==> src/sv/lfu_pkg.sv <==
`timescale 1ns / 1ps

package lfu_pkg;

  localparam int unsigned ENTRIES    = 16;
  localparam int unsigned COUNT_BITS = 16;

  localparam int unsigned KEY_W   = 32;
  localparam int unsigned VALUE_W = 32;
  localparam int unsigned STAMP_W = 32;
  localparam int unsigned CAP_W   = 5;

  localparam int unsigned IDX_W = (ENTRIES > 1) ? $clog2(ENTRIES) : 1;
  localparam int unsigned OCC_W = $clog2(ENTRIES + 1);
  localparam int unsigned CMP_W = (OCC_W > CAP_W) ? OCC_W : CAP_W;

  localparam logic [CAP_W-1:0]      CAP_RESET  = CAP_W'(16);
  localparam logic [COUNT_BITS-1:0] COUNT_MAX  = '1;
  localparam logic [COUNT_BITS-1:0] COUNT_INIT = COUNT_BITS'(1);
  localparam logic [IDX_W-1:0]      LAST_IDX   = IDX_W'(ENTRIES - 1);

  localparam logic MODE_GET = 1'b0;
  localparam logic MODE_PUT = 1'b1;

  typedef struct packed {
    logic [KEY_W-1:0]      key;
    logic [VALUE_W-1:0]    value;
    logic [COUNT_BITS-1:0] count;
    logic [STAMP_W-1:0]    stamp;
  } entry_t;

  typedef struct packed {
    logic                  found;
    logic [IDX_W-1:0]      match_idx;
    logic [VALUE_W-1:0]    match_value;
    logic [COUNT_BITS-1:0] match_count;
    logic                  have_free;
    logic [IDX_W-1:0]      free_idx;
    logic                  have_victim;
    logic [IDX_W-1:0]      victim_idx;
    logic [KEY_W-1:0]      victim_key;
  } scan_res_t;

  typedef enum logic [1:0] {
    ST_IDLE,
    ST_SCAN,
    ST_DRAIN,
    ST_WRITE
  } state_e;

endpackage

==> src/sv/lfu_ram.sv <==
`timescale 1ns / 1ps

module lfu_ram #(
  parameter int unsigned WIDTH = 8,
  parameter int unsigned DEPTH = 16,
  parameter int unsigned AW    = 4
) (
  input  logic             clk_i,
  input  logic             we_i,
  input  logic [AW-1:0]    waddr_i,
  input  logic [WIDTH-1:0] wdata_i,
  input  logic [AW-1:0]    raddr_i,
  output logic [WIDTH-1:0] rdata_o
);

  logic [WIDTH-1:0] mem [DEPTH];
  logic [WIDTH-1:0] rdata_q;

  always_ff @(posedge clk_i) begin
    if (we_i) begin
      mem[waddr_i] <= wdata_i;
    end
  end

  always_ff @(posedge clk_i) begin
    rdata_q <= mem[raddr_i];
  end

  assign rdata_o = rdata_q;

endmodule

==> src/sv/lfu_scan.sv <==
`timescale 1ns / 1ps

module lfu_scan (
  input  logic                          clk_i,
  input  logic                          rst_ni,
  input  logic                          clr_i,
  input  logic                          issue_i,
  input  logic [lfu_pkg::IDX_W-1:0]     issue_idx_i,
  input  logic [lfu_pkg::ENTRIES-1:0]   valid_bits_i,
  input  lfu_pkg::entry_t               rd_data_i,
  input  logic [lfu_pkg::KEY_W-1:0]     key_i,
  input  logic [lfu_pkg::STAMP_W-1:0]   stamp_i,
  output lfu_pkg::scan_res_t            res_o
);

  logic                              beat_q;
  logic [lfu_pkg::IDX_W-1:0]         beat_idx_q;
  logic                              found_q;
  logic                              have_free_q;
  logic                              have_vic_q;
  logic [lfu_pkg::IDX_W-1:0]         match_idx_q;
  logic [lfu_pkg::VALUE_W-1:0]       match_value_q;
  logic [lfu_pkg::COUNT_BITS-1:0]    match_count_q;
  logic [lfu_pkg::IDX_W-1:0]         free_idx_q;
  logic [lfu_pkg::IDX_W-1:0]         vic_idx_q;
  logic [lfu_pkg::KEY_W-1:0]         vic_key_q;
  logic [lfu_pkg::COUNT_BITS-1:0]    vic_count_q;
  logic [lfu_pkg::STAMP_W-1:0]       vic_age_q;
  logic                              entry_ok;
  logic [lfu_pkg::STAMP_W-1:0]       age;
  logic                              take_match;
  logic                              take_free;
  logic                              take_vic;

  assign entry_ok = valid_bits_i[beat_idx_q];
  assign age      = stamp_i - rd_data_i.stamp;

  assign take_match = beat_q && entry_ok && !found_q && (rd_data_i.key == key_i);
  assign take_free  = beat_q && !entry_ok && !have_free_q;
  assign take_vic   = beat_q && entry_ok &&
                      (!have_vic_q || (rd_data_i.count < vic_count_q) ||
                       ((rd_data_i.count == vic_count_q) && (age > vic_age_q)));

  always_ff @(posedge clk_i or negedge rst_ni) begin
    if (!rst_ni) begin
      beat_q      <= 1'b0;
      found_q     <= 1'b0;
      have_free_q <= 1'b0;
      have_vic_q  <= 1'b0;
    end else begin
      beat_q <= issue_i;
      if (clr_i) begin
        found_q     <= 1'b0;
        have_free_q <= 1'b0;
        have_vic_q  <= 1'b0;
      end else begin
        found_q     <= found_q | take_match;
        have_free_q <= have_free_q | take_free;
        have_vic_q  <= have_vic_q | take_vic;
      end
    end
  end

  always_ff @(posedge clk_i) begin
    beat_idx_q <= issue_idx_i;
    if (take_match) begin
      match_idx_q   <= beat_idx_q;
      match_value_q <= rd_data_i.value;
      match_count_q <= rd_data_i.count;
    end
    if (take_free) begin
      free_idx_q <= beat_idx_q;
    end
    if (take_vic) begin
      vic_idx_q   <= beat_idx_q;
      vic_key_q   <= rd_data_i.key;
      vic_count_q <= rd_data_i.count;
      vic_age_q   <= age;
    end
  end

  always_comb begin
    res_o.found       = found_q;
    res_o.match_idx   = match_idx_q;
    res_o.match_value = match_value_q;
    res_o.match_count = match_count_q;
    res_o.have_free   = have_free_q;
    res_o.free_idx    = free_idx_q;
    res_o.have_victim = have_vic_q;
    res_o.victim_idx  = vic_idx_q;
    res_o.victim_key  = vic_key_q;
  end

endmodule

==> src/sv/lfu_cache_table.sv <==
`timescale 1ns / 1ps

// Key/value cache with least-frequently-used replacement, ties going to the
// entry touched least recently. A request word is taken at a clock edge where
// start is high and busy is low; mode selects a get or a put of lookup_key_i.
// The block then reads every entry of its table memory once, one entry per
// cycle, to find the matching key, the first free slot and the victim
// together. A drain state then takes the last read, and a write state writes
// the updated entry back. The result word appears on the result ports, marked
// by done_o for exactly one cycle, and busy falls in that same cycle, so a new
// request can be taken as the result appears but not while one is in flight.
// The scan over the single read port of the table memory sets the request
// time, growing with the entry count. The receiver cannot stall; results are
// never held back. The capacity register is written through its own channel,
// which is always ready, and must only be written while busy is low. Reset
// empties the cache, clears the recency stamp and sets the capacity to 16;
// no clearing pass is needed, so a request can be taken right after reset.
module lfu_cache_table (
  input  logic                               clk_i,
  input  logic                               rst_ni,
  input  logic                               start,
  output logic                               busy,
  input  logic                               mode_i,
  input  logic signed [lfu_pkg::KEY_W-1:0]   lookup_key_i,
  input  logic signed [lfu_pkg::VALUE_W-1:0] write_value_i,
  output logic                               done_o,
  output logic                               hit_o,
  output logic signed [lfu_pkg::VALUE_W-1:0] read_value_o,
  output logic                               evicted_o,
  output logic signed [lfu_pkg::KEY_W-1:0]   evicted_key_o,
  input  logic                               cfg_valid_i,
  output logic                               cfg_ready_o,
  input  logic [lfu_pkg::CAP_W-1:0]          cfg_data_i
);

  lfu_pkg::state_e                   state_q;
  lfu_pkg::state_e                   state_d;
  logic [lfu_pkg::IDX_W-1:0]         addr_q;
  logic [lfu_pkg::CAP_W-1:0]         capacity_q;
  logic [lfu_pkg::ENTRIES-1:0]       valid_q;
  logic [lfu_pkg::OCC_W-1:0]         occ_q;
  logic [lfu_pkg::STAMP_W-1:0]       stamp_q;
  logic                              req_mode_q;
  logic [lfu_pkg::KEY_W-1:0]         req_key_q;
  logic [lfu_pkg::VALUE_W-1:0]       req_value_q;
  logic                              done_q;
  logic                              hit_q;
  logic                              hit_d;
  logic [lfu_pkg::VALUE_W-1:0]       read_value_q;
  logic [lfu_pkg::VALUE_W-1:0]       read_value_d;
  logic                              evicted_q;
  logic                              evicted_d;
  logic [lfu_pkg::KEY_W-1:0]         evicted_key_q;
  logic [lfu_pkg::KEY_W-1:0]         evicted_key_d;

  logic                              accept;
  logic                              issue;
  logic                              wr_en;
  logic [lfu_pkg::IDX_W-1:0]         wr_addr;
  lfu_pkg::entry_t                   wr_data;
  lfu_pkg::entry_t                   rd_data;
  logic                              set_valid;
  logic                              occ_inc;
  logic [lfu_pkg::CMP_W-1:0]         cap_ext;
  logic [lfu_pkg::CMP_W-1:0]         cap_eff;
  logic [lfu_pkg::CMP_W-1:0]         occ_ext;
  logic [lfu_pkg::COUNT_BITS-1:0]    bumped;
  lfu_pkg::scan_res_t                scan;

  assign accept      = start && !busy;
  assign cfg_ready_o = 1'b1;

  assign cap_ext = lfu_pkg::CMP_W'(capacity_q);
  assign cap_eff = (cap_ext > lfu_pkg::CMP_W'(lfu_pkg::ENTRIES)) ?
                   lfu_pkg::CMP_W'(lfu_pkg::ENTRIES) : cap_ext;
  assign occ_ext = lfu_pkg::CMP_W'(occ_q);
  assign bumped  = (scan.match_count == lfu_pkg::COUNT_MAX) ?
                   scan.match_count : scan.match_count + lfu_pkg::COUNT_INIT;

  always_comb begin
    state_d = state_q;
    unique case (state_q)
      lfu_pkg::ST_IDLE: begin
        if (accept) begin
          state_d = lfu_pkg::ST_SCAN;
        end
      end
      lfu_pkg::ST_SCAN: begin
        if (addr_q == lfu_pkg::LAST_IDX) begin
          state_d = lfu_pkg::ST_DRAIN;
        end
      end
      lfu_pkg::ST_DRAIN: state_d = lfu_pkg::ST_WRITE;
      lfu_pkg::ST_WRITE: state_d = lfu_pkg::ST_IDLE;
      default:           state_d = lfu_pkg::ST_IDLE;
    endcase
  end

  always_comb begin
    busy  = (state_q != lfu_pkg::ST_IDLE);
    issue = (state_q == lfu_pkg::ST_SCAN);
  end

  always_comb begin
    wr_en         = 1'b0;
    wr_addr       = scan.match_idx;
    wr_data.key   = req_key_q;
    wr_data.value = req_value_q;
    wr_data.count = bumped;
    wr_data.stamp = stamp_q;
    set_valid     = 1'b0;
    occ_inc       = 1'b0;
    hit_d         = 1'b0;
    read_value_d  = '0;
    evicted_d     = 1'b0;
    evicted_key_d = '0;
    if (state_q == lfu_pkg::ST_WRITE) begin
      priority if (req_mode_q == lfu_pkg::MODE_GET) begin
        if (scan.found) begin
          wr_en         = 1'b1;
          wr_data.value = scan.match_value;
          hit_d         = 1'b1;
          read_value_d  = scan.match_value;
        end
      end else if (cap_eff == '0) begin
        wr_en = 1'b0;
      end else if (scan.found) begin
        wr_en = 1'b1;
        hit_d = 1'b1;
      end else if ((occ_ext >= cap_eff) && scan.have_victim) begin
        wr_en         = 1'b1;
        wr_addr       = scan.victim_idx;
        wr_data.count = lfu_pkg::COUNT_INIT;
        set_valid     = 1'b1;
        evicted_d     = 1'b1;
        evicted_key_d = scan.victim_key;
      end else if (scan.have_free) begin
        wr_en         = 1'b1;
        wr_addr       = scan.free_idx;
        wr_data.count = lfu_pkg::COUNT_INIT;
        set_valid     = 1'b1;
        occ_inc       = 1'b1;
      end else begin
        wr_en = 1'b0;
      end
    end
  end

  always_ff @(posedge clk_i or negedge rst_ni) begin
    if (!rst_ni) begin
      state_q    <= lfu_pkg::ST_IDLE;
      addr_q     <= '0;
      capacity_q <= lfu_pkg::CAP_RESET;
      valid_q    <= '0;
      occ_q      <= '0;
      stamp_q    <= '0;
      done_q     <= 1'b0;
    end else begin
      state_q <= state_d;
      done_q  <= (state_q == lfu_pkg::ST_WRITE);
      if (accept) begin
        addr_q <= '0;
      end else if (issue) begin
        addr_q <= addr_q + 1'b1;
      end
      if (cfg_valid_i && cfg_ready_o) begin
        capacity_q <= cfg_data_i;
      end
      if (set_valid) begin
        valid_q[wr_addr] <= 1'b1;
      end
      if (occ_inc) begin
        occ_q <= occ_q + 1'b1;
      end
      if (wr_en) begin
        stamp_q <= stamp_q + 1'b1;
      end
    end
  end

  always_ff @(posedge clk_i) begin
    if (accept) begin
      req_mode_q  <= mode_i;
      req_key_q   <= lookup_key_i;
      req_value_q <= write_value_i;
    end
    if (state_q == lfu_pkg::ST_WRITE) begin
      hit_q         <= hit_d;
      read_value_q  <= read_value_d;
      evicted_q     <= evicted_d;
      evicted_key_q <= evicted_key_d;
    end
  end

  lfu_ram #(
    .WIDTH ($bits(lfu_pkg::entry_t)),
    .DEPTH (lfu_pkg::ENTRIES),
    .AW    (lfu_pkg::IDX_W)
  ) u_ram (
    .clk_i   (clk_i),
    .we_i    (wr_en),
    .waddr_i (wr_addr),
    .wdata_i (wr_data),
    .raddr_i (addr_q),
    .rdata_o (rd_data)
  );

  lfu_scan u_scan (
    .clk_i        (clk_i),
    .rst_ni       (rst_ni),
    .clr_i        (accept),
    .issue_i      (issue),
    .issue_idx_i  (addr_q),
    .valid_bits_i (valid_q),
    .rd_data_i    (rd_data),
    .key_i        (req_key_q),
    .stamp_i      (stamp_q),
    .res_o        (scan)
  );

  assign done_o        = done_q;
  assign hit_o         = hit_q;
  assign read_value_o  = read_value_q;
  assign evicted_o     = evicted_q;
  assign evicted_key_o = evicted_key_q;

  a_occ_tracks_valid: assert property (@(posedge clk_i) disable iff (!rst_ni)
    occ_q == lfu_pkg::OCC_W'($countones(valid_q)))
    else $error("occupancy differs from the number of valid entries");

  a_done_after_write: assert property (@(posedge clk_i) disable iff (!rst_ni)
    done_o |-> $past(state_q == lfu_pkg::ST_WRITE))
    else $error("result word without a write-back cycle");

  a_evict_excl_hit: assert property (@(posedge clk_i) disable iff (!rst_ni)
    done_o && evicted_o |-> !hit_o && (read_value_o == '0))
    else $error("eviction reported together with a hit");

  a_stamp_per_write: assert property (@(posedge clk_i) disable iff (!rst_ni)
    wr_en |=> stamp_q == $past(stamp_q) + lfu_pkg::STAMP_W'(1))
    else $error("recency stamp did not advance on a table write");

  a_write_only_last: assert property (@(posedge clk_i) disable iff (!rst_ni)
    wr_en |-> state_q == lfu_pkg::ST_WRITE && !issue)
    else $error("table written outside the write-back cycle");

endmodule

==> config.mk <==
export PLATFORM = sky130hd
export DESIGN_NAME = lfu_cache_table
export DESIGN_NICKNAME = d
export VERILOG_FILES = /design/src/sv/lfu_pkg.sv /design/src/sv/lfu_ram.sv /design/src/sv/lfu_scan.sv /design/src/sv/lfu_cache_table.sv
export SDC_FILE = /design/constraint.sdc
export NUM_CORES = 2
export LEC_CHECK = 0
export BUFFER_PORTS_ARGS = -buffer_cell sky130_fd_sc_hd__buf_2
export CORE_ASPECT_RATIO = 1.2
export CORE_MARGIN = 5
export CORE_UTILIZATION = 35
export CTS_BUF_LIST = sky130_fd_sc_hd__clkbuf_4
export DETAILED_ROUTE_END_ITERATION = 10
export HOLD_SLACK_MARGIN = 0.03
export PLACE_DENSITY_LB_ADDON = 0.1
export SETUP_SLACK_MARGIN = 0.15
export SLEW_MARGIN = 20
export SYNTH_ARGS = -nofsm -noshare
export SYNTH_HDL_FRONTEND = slang
export SYNTH_HIERARCHICAL = 1
export SYNTH_SLANG_ARGS = --single-unit
export TNS_END_PERCENT = 10
==> constraint.sdc <==
create_clock -name clk_i -period 12.5 [get_ports clk_i]
set_input_delay 2.5 -clock clk_i [delete_from_list [all_inputs] [get_ports clk_i]]
set_output_delay 2.5 -clock clk_i [all_outputs]
set_load 0.02 [all_outputs]
# [Word-level counts from Yosys, hierarchy flattened]
# Memories as Yosys holds them, arrays and structs flattened. A register that Yosys moved wholly into a read port is not among the register bits.
# Index checks and enable logic that the tools add are counted.
[word_totals] register_bits=344 mem_bits_rw=1792 input_bits=74 elab_cells=130 mem_count=1
[classes] n_addsub=5 n_lt_le_gt_ge=7 eq_ne=9 mux=49 bitwise_logic=7 reduce_logical=25
[mem_list] memory="u_ram.mem" depth=16 width=112 read_ports=1 rd_ports_with_merged_regs=1 wr=1 line="lfu_ram.sv:16" source="logic [WIDTH-1:0] mem [DEPTH];"
[ops] operator="16-bit 2-to-1 mux" n=6
[ops] operator="32-bit 2-to-1 mux" n=2
[ops] operator="48-bit 2-to-1 mux" n=1
[ops] operator="32-bit by 1-bit adder with 32-bit output (second input constant)" n=1
[ops] operator="32-bit equality test" n=1
[ops] operator="32-bit greater-than comparator" n=1
[ops] operator="4-bit 2-to-1 mux" n=8
[ops] operator="32-bit subtractor" n=1
[ops] operator="1-bit 2-to-1 mux" n=26
[ops] operator="16-bit by 1-bit adder with 16-bit output (second input constant)" n=1
[ops] operator="16-bit equality test" n=1
[ops] operator="16-bit equality test (second input constant)" n=1
[ops] operator="16-bit < comparator" n=1
[ops] operator="16-bit OR" n=1
[ops] operator="1-bit logical AND" n=10
[ops] operator="4-bit by 5-bit < comparator with 1-bit output (second input constant)" n=2
[ops] operator="2-bit one-hot mux with 4 select lines" n=1
[ops] operator="5-bit by 1-bit adder with 5-bit output (second input constant)" n=1
[ops] operator="5-bit greater-or-equal comparator" n=1
[ops] operator="5-bit greater-than comparator (second input constant)" n=1
[ops] operator="1-bit logical NOT" n=5
[ops] operator="5-bit logical NOT" n=1
[ops] operator="5-bit 2-to-1 mux" n=1
[ops] operator="4-bit by 1-bit adder with 4-bit output (second input constant)" n=1
[ops] operator="17 further kinds" n=26

# [Logic depth before layout (Yosys ltp)]
[depth] ltp_word=14 ltp_mapped=18 depth_no_buf=18

# [Modules after synthesis]
# The synthesis kept the hierarchy.
[by_module_without_submodules] mod="lfu_ram" n_inst=1 cells_each=2864 area_each_um2=69168.8 seq_area_each_um2=56053.8
[by_module_without_submodules] mod="lfu_cache_table" n_inst=1 cells_each=599 area_each_um2=8445.6 seq_area_each_um2=5561.6
[by_module_without_submodules] mod="lfu_scan" n_inst=1 cells_each=672 area_each_um2=8071.5 seq_area_each_um2=4384.2

# [Worst setup path before layout]
# OpenSTA, ideal clock, no wires.
[synth_path] kind="register -> register" from="register state_q[0]" to="memory u_ram/mem[0][0] (netlist name) (enable)" setup_time_ns=0.720 t_arrival_ns=11.160 required_time_ns=11.780 setup_slack_ns=0.620 stages_incl_launch_ff=7 n_path_buf=0 path_cell_list="dfrtp_1 -> ha_1 -> nand3_4 -> a211oi_2 -> inv_1 -> or3b_2 -> nor3_1"
[synth_via] elab_cells_between_ends=5 cone_classes="eq/ne (1); mux (4)"
[synth_rtl] element="start: declaration" line="lfu_cache_table.sv:36" source="lfu_pkg::state_e state_q;"
[synth_rtl] element="start signal: assignment" line="lfu_cache_table.sv:151" source="state_q <= lfu_pkg::ST_IDLE;"
[synth_rtl] element="start signal: assignment" line="lfu_cache_table.sv:159" source="state_q <= state_d;"
[synth_rtl] element="2-bit equality test" line="lfu_cache_table.sv:117" source="if (state_q == lfu_pkg::ST_WRITE) begin"
[synth_rtl] element="4-bit 2-to-1 mux" line="lfu_cache_table.sv:117"
[synth_rtl] element="named net wr_addr, one bit" line="lfu_cache_table.sv:59" source="logic [lfu_pkg::IDX_W-1:0] wr_addr;"
[synth_rtl] element="end: declaration" line="lfu_ram.sv:16"
# The timed path passes the listed nets, and every way through them passes these cells.

# [Final worst setup path]
[layout_path] from="register state_q[1]" to="memory u_ram/mem[5][84] (netlist name) (enable)"
# The elaborated chain is that of the path after synthesis.

==> impl_metrics.ini <==
[drt]
drt-total-wl_mm = 224
antenna_left = 0
remaining_drc_errors = 0
drtIter0Drc = 2615
vias = 43200
wire_per_inst_um = 26.4
drt-pass1-iter-count = 5
via_per_inst = 5.09

[logic_synthesis]
synth.most_common_cell = edfxtp_1
synth_area_per_cell_um2 = 20.7
synth_nets = 4303
ys_seq_area_share_pct = 77.0
synth-edff-count = 2063
async_reset_ff_share_pct = 3.07
ys_warn_count = 6
synth_cell_types = 95
synthTopCellsByCount = edfxtp_1, mux4_2, a22oi_1, nand2_1, dfxtp_1
yosysTopAreaCell = edfxtp_1
synthesis.area_um2 = 85700
synth_area_leaders = edfxtp_1, mux4_2, dfxtp_1, dfrtp_1, a22oi_1
synthFlopType = edfxtp_1
netlist.area_leader.share_pct = 72.3
synth-seq-cells = 2248
syn_inst = 4135

[finish]
syn2layout_area_growth_pct = 14.8
layout-drive-gt1-share_pct = 33.7
final_cells = 8476
final_cell_area_um2 = 98400
fin_nets = 4958

[clocking]
cts_setup_buffers = 0
cts_tree = built
clock-sinks = 2248
cts_root_buf = clkbuf_4
clk_pin_slew_ps = 70
numCtsBuffers = 590
hold_buffers = 0
cts.repair.resized = 0
clk_latency_ps = 1270
h-tree-depth = 6
clockBufferDepth = 4

[setup_path]
worstPathRequired_ps = 13350
worstPathCellList = ha_4 > buf_4 > nand3_4 > a21oi_4 > o2bb2ai_1 > inv_1 > nand2b_1 > nor2_4 > buf_4 > buf_4
cp-end-kind = register
cp-startpoint = state_q[1]
crit_top_cell = buf_4
regToRegStartpoint = state_q[1]
arrival_ps = 6790
worst-path-buf-inv = 4
start_kind = register
crit_type = reg2reg
crit_fanout = 48
cpMaxStageDelayCell = nor2_4
crit_family = buffers and inverters
slowest_delay_ps = 860

[sta]
rsz0062_at_grt = false
tns_ps = 0
slew_viol_final = 0
slew-limit-headroom_pct = 25.4
setup_slack_ps = 6560
period_share_pct = 47.5
setup_viol = 0
min_period_ps = 5940
finalClockSkew_ps = 111
tightest_slew_ps = 1120
hold_viol_final = 0
fmax_ghz = 0.168

[placed_design]
dp_cells = 7413
place_ws_ps = 6350
place.port_buffers = 141
place_hpwl_mm = 114
routabilityCongestion = 0.771
place_area_um2 = 90500

[global_routing]
gr-usage-all-layers_pct = 17.4
grt-busiest-layer = met2
grtUsageMet1_pct = 23.0
antenna_found_initial = 9
grt-ovfl-total = 0
grt_pass1_wl_mm = 325
grt_start_max_net_pins = 126
grt.met3_usage_pct = 3.02
use_met2_pct = 29.5
grt_pass1_vias = 47000

[floorplanning]
core_area_um2 = 244000
io_pins = 143
dieHeight_um = 552
num_rows = 199
die_w_um = 462
dieArea_um2 = 255000
start_util_pct = 35.1

[power_and_ir_drop]
switching_share_pct = 28.5
p_per_area_nw_per_um2 = 203
p_seq_share_pct = 46.7
comb_power_share_pct = 20.0
power_frac_clock_pct = 33.4
p_leak_nw = 33.6
p_switching_w = 0.00569
internal_power_w = 0.0143
ir_drop_mv = 0.153

[flow_run]
maxCapViolCount = 0

[min_path]
hold_class = reg2reg
min_from = u_ram/rdata_o[55]

[run_status]
outcome = complete, no violations
area by class of cell:
cell class	count	area [um2]
Tap cell	3216	4020
Sequential cell	2248	66000
Clock inverter	143	1020
Inverter	111	419
Antenna cell	4	10.0
Fill cell	22200	146000
Timing Repair Buffer	235	1490
Multi-Input combinational cell	1604	18600
Clock buffer	915	6870
flip-flops by register name, indices dropped and copies added (netlist names), 4 cells and up:
signal                cells
addr_q                    4
u_scan/vic_key_q         32
u_scan/vic_idx_q          4
u_scan/vic_age_q         32
req_key_q                32
req_value_q              32
u_ram/mem              1792
cap_ext                   5
u_scan/beat_idx_q         4
u_ram/rdata_o           112
stamp_q                  32
occ_ext                   5
valid_q                  16
u_scan/match_idx_q        4
read_value_o             32
u_scan/vic_count_q       16
u_scan/match_value_q     32
u_scan/match_count_q     16
u_scan/free_idx_q         4
evicted_key_o            32
cell families after synthesis:
family	Yosys count	share of synthesized area, %
flops	2248	77.0
mux	500	12.5
simple gates	486	2.96
compound gates	419	3.51
buf+inv	283	1.56
xor+xnor	104	1.06
fa+ha+maj	94	1.38
other cells	1	0.00438
power groups by stage:
stage               logic, W  registers (W)  clock network (W)
floorplan            0.00291        0.00936                  0
global route         0.00436        0.00937            0.00736
global placement     0.00409        0.00948                  0
finish               0.00398        0.00931            0.00666
CTS                  0.00410        0.00933            0.00693
detailed placement   0.00408        0.00949                  0
placed cells by master, fill, tap and decap left out, types with 12 or more instances in the layout:
master / n
a21oi_1: 54
a22oi_1: 224
and2_1: 66
buf_2: 140
buf_4: 89
bufinv_16: 16
clkbuf_4: 915
clkinv_1: 92
dfrtp_1: 66
dfxtp_1: 116
edfxtp_1: 2063
ha_1: 92
inv_1: 109
inv_2: 13
mux2_2: 39
mux4_2: 450
nand2_1: 178
nand3_1: 28
nand4_1: 26
nor2_1: 57
nor2_4: 14
nor3_1: 22
o21a_1: 12
o21ai_0: 35
xnor2_1: 43
xor2_1: 61
per-layer routing:
layer	up-vias	part of all wire, %
met1	23000	43
met4	10	2.2
li1	18700	-
met2	1076	50
met3	375	4.2
met5	-	0.033
path summary, 6_finish.rpt:
check	endpoint	slack [ps]	cells past startpoint
max	u_ram/mem[5][84]	6560	10
min	u_scan/match_value_q[7]	360	0
max reg2reg	u_ram/mem[5][84]	6560	10
min reg2reg	u_scan/match_value_q[7]	360	0
max in group asynchronous	addr_q[0]	10160	2
min in group asynchronous	state_q[1]	1160	1
through the flow:
step                utilization, %  power [W]  hold WS [ps]
CTS                           40.3     0.0204           343
detailed placement            37.0     0.0136           389
global route                  40.3     0.0211           396
finish                        40.3     0.0200           360
global placement              37.0     0.0136           387
floorplan                        -     0.0123           386
Power figures use the tool's default switching activity.
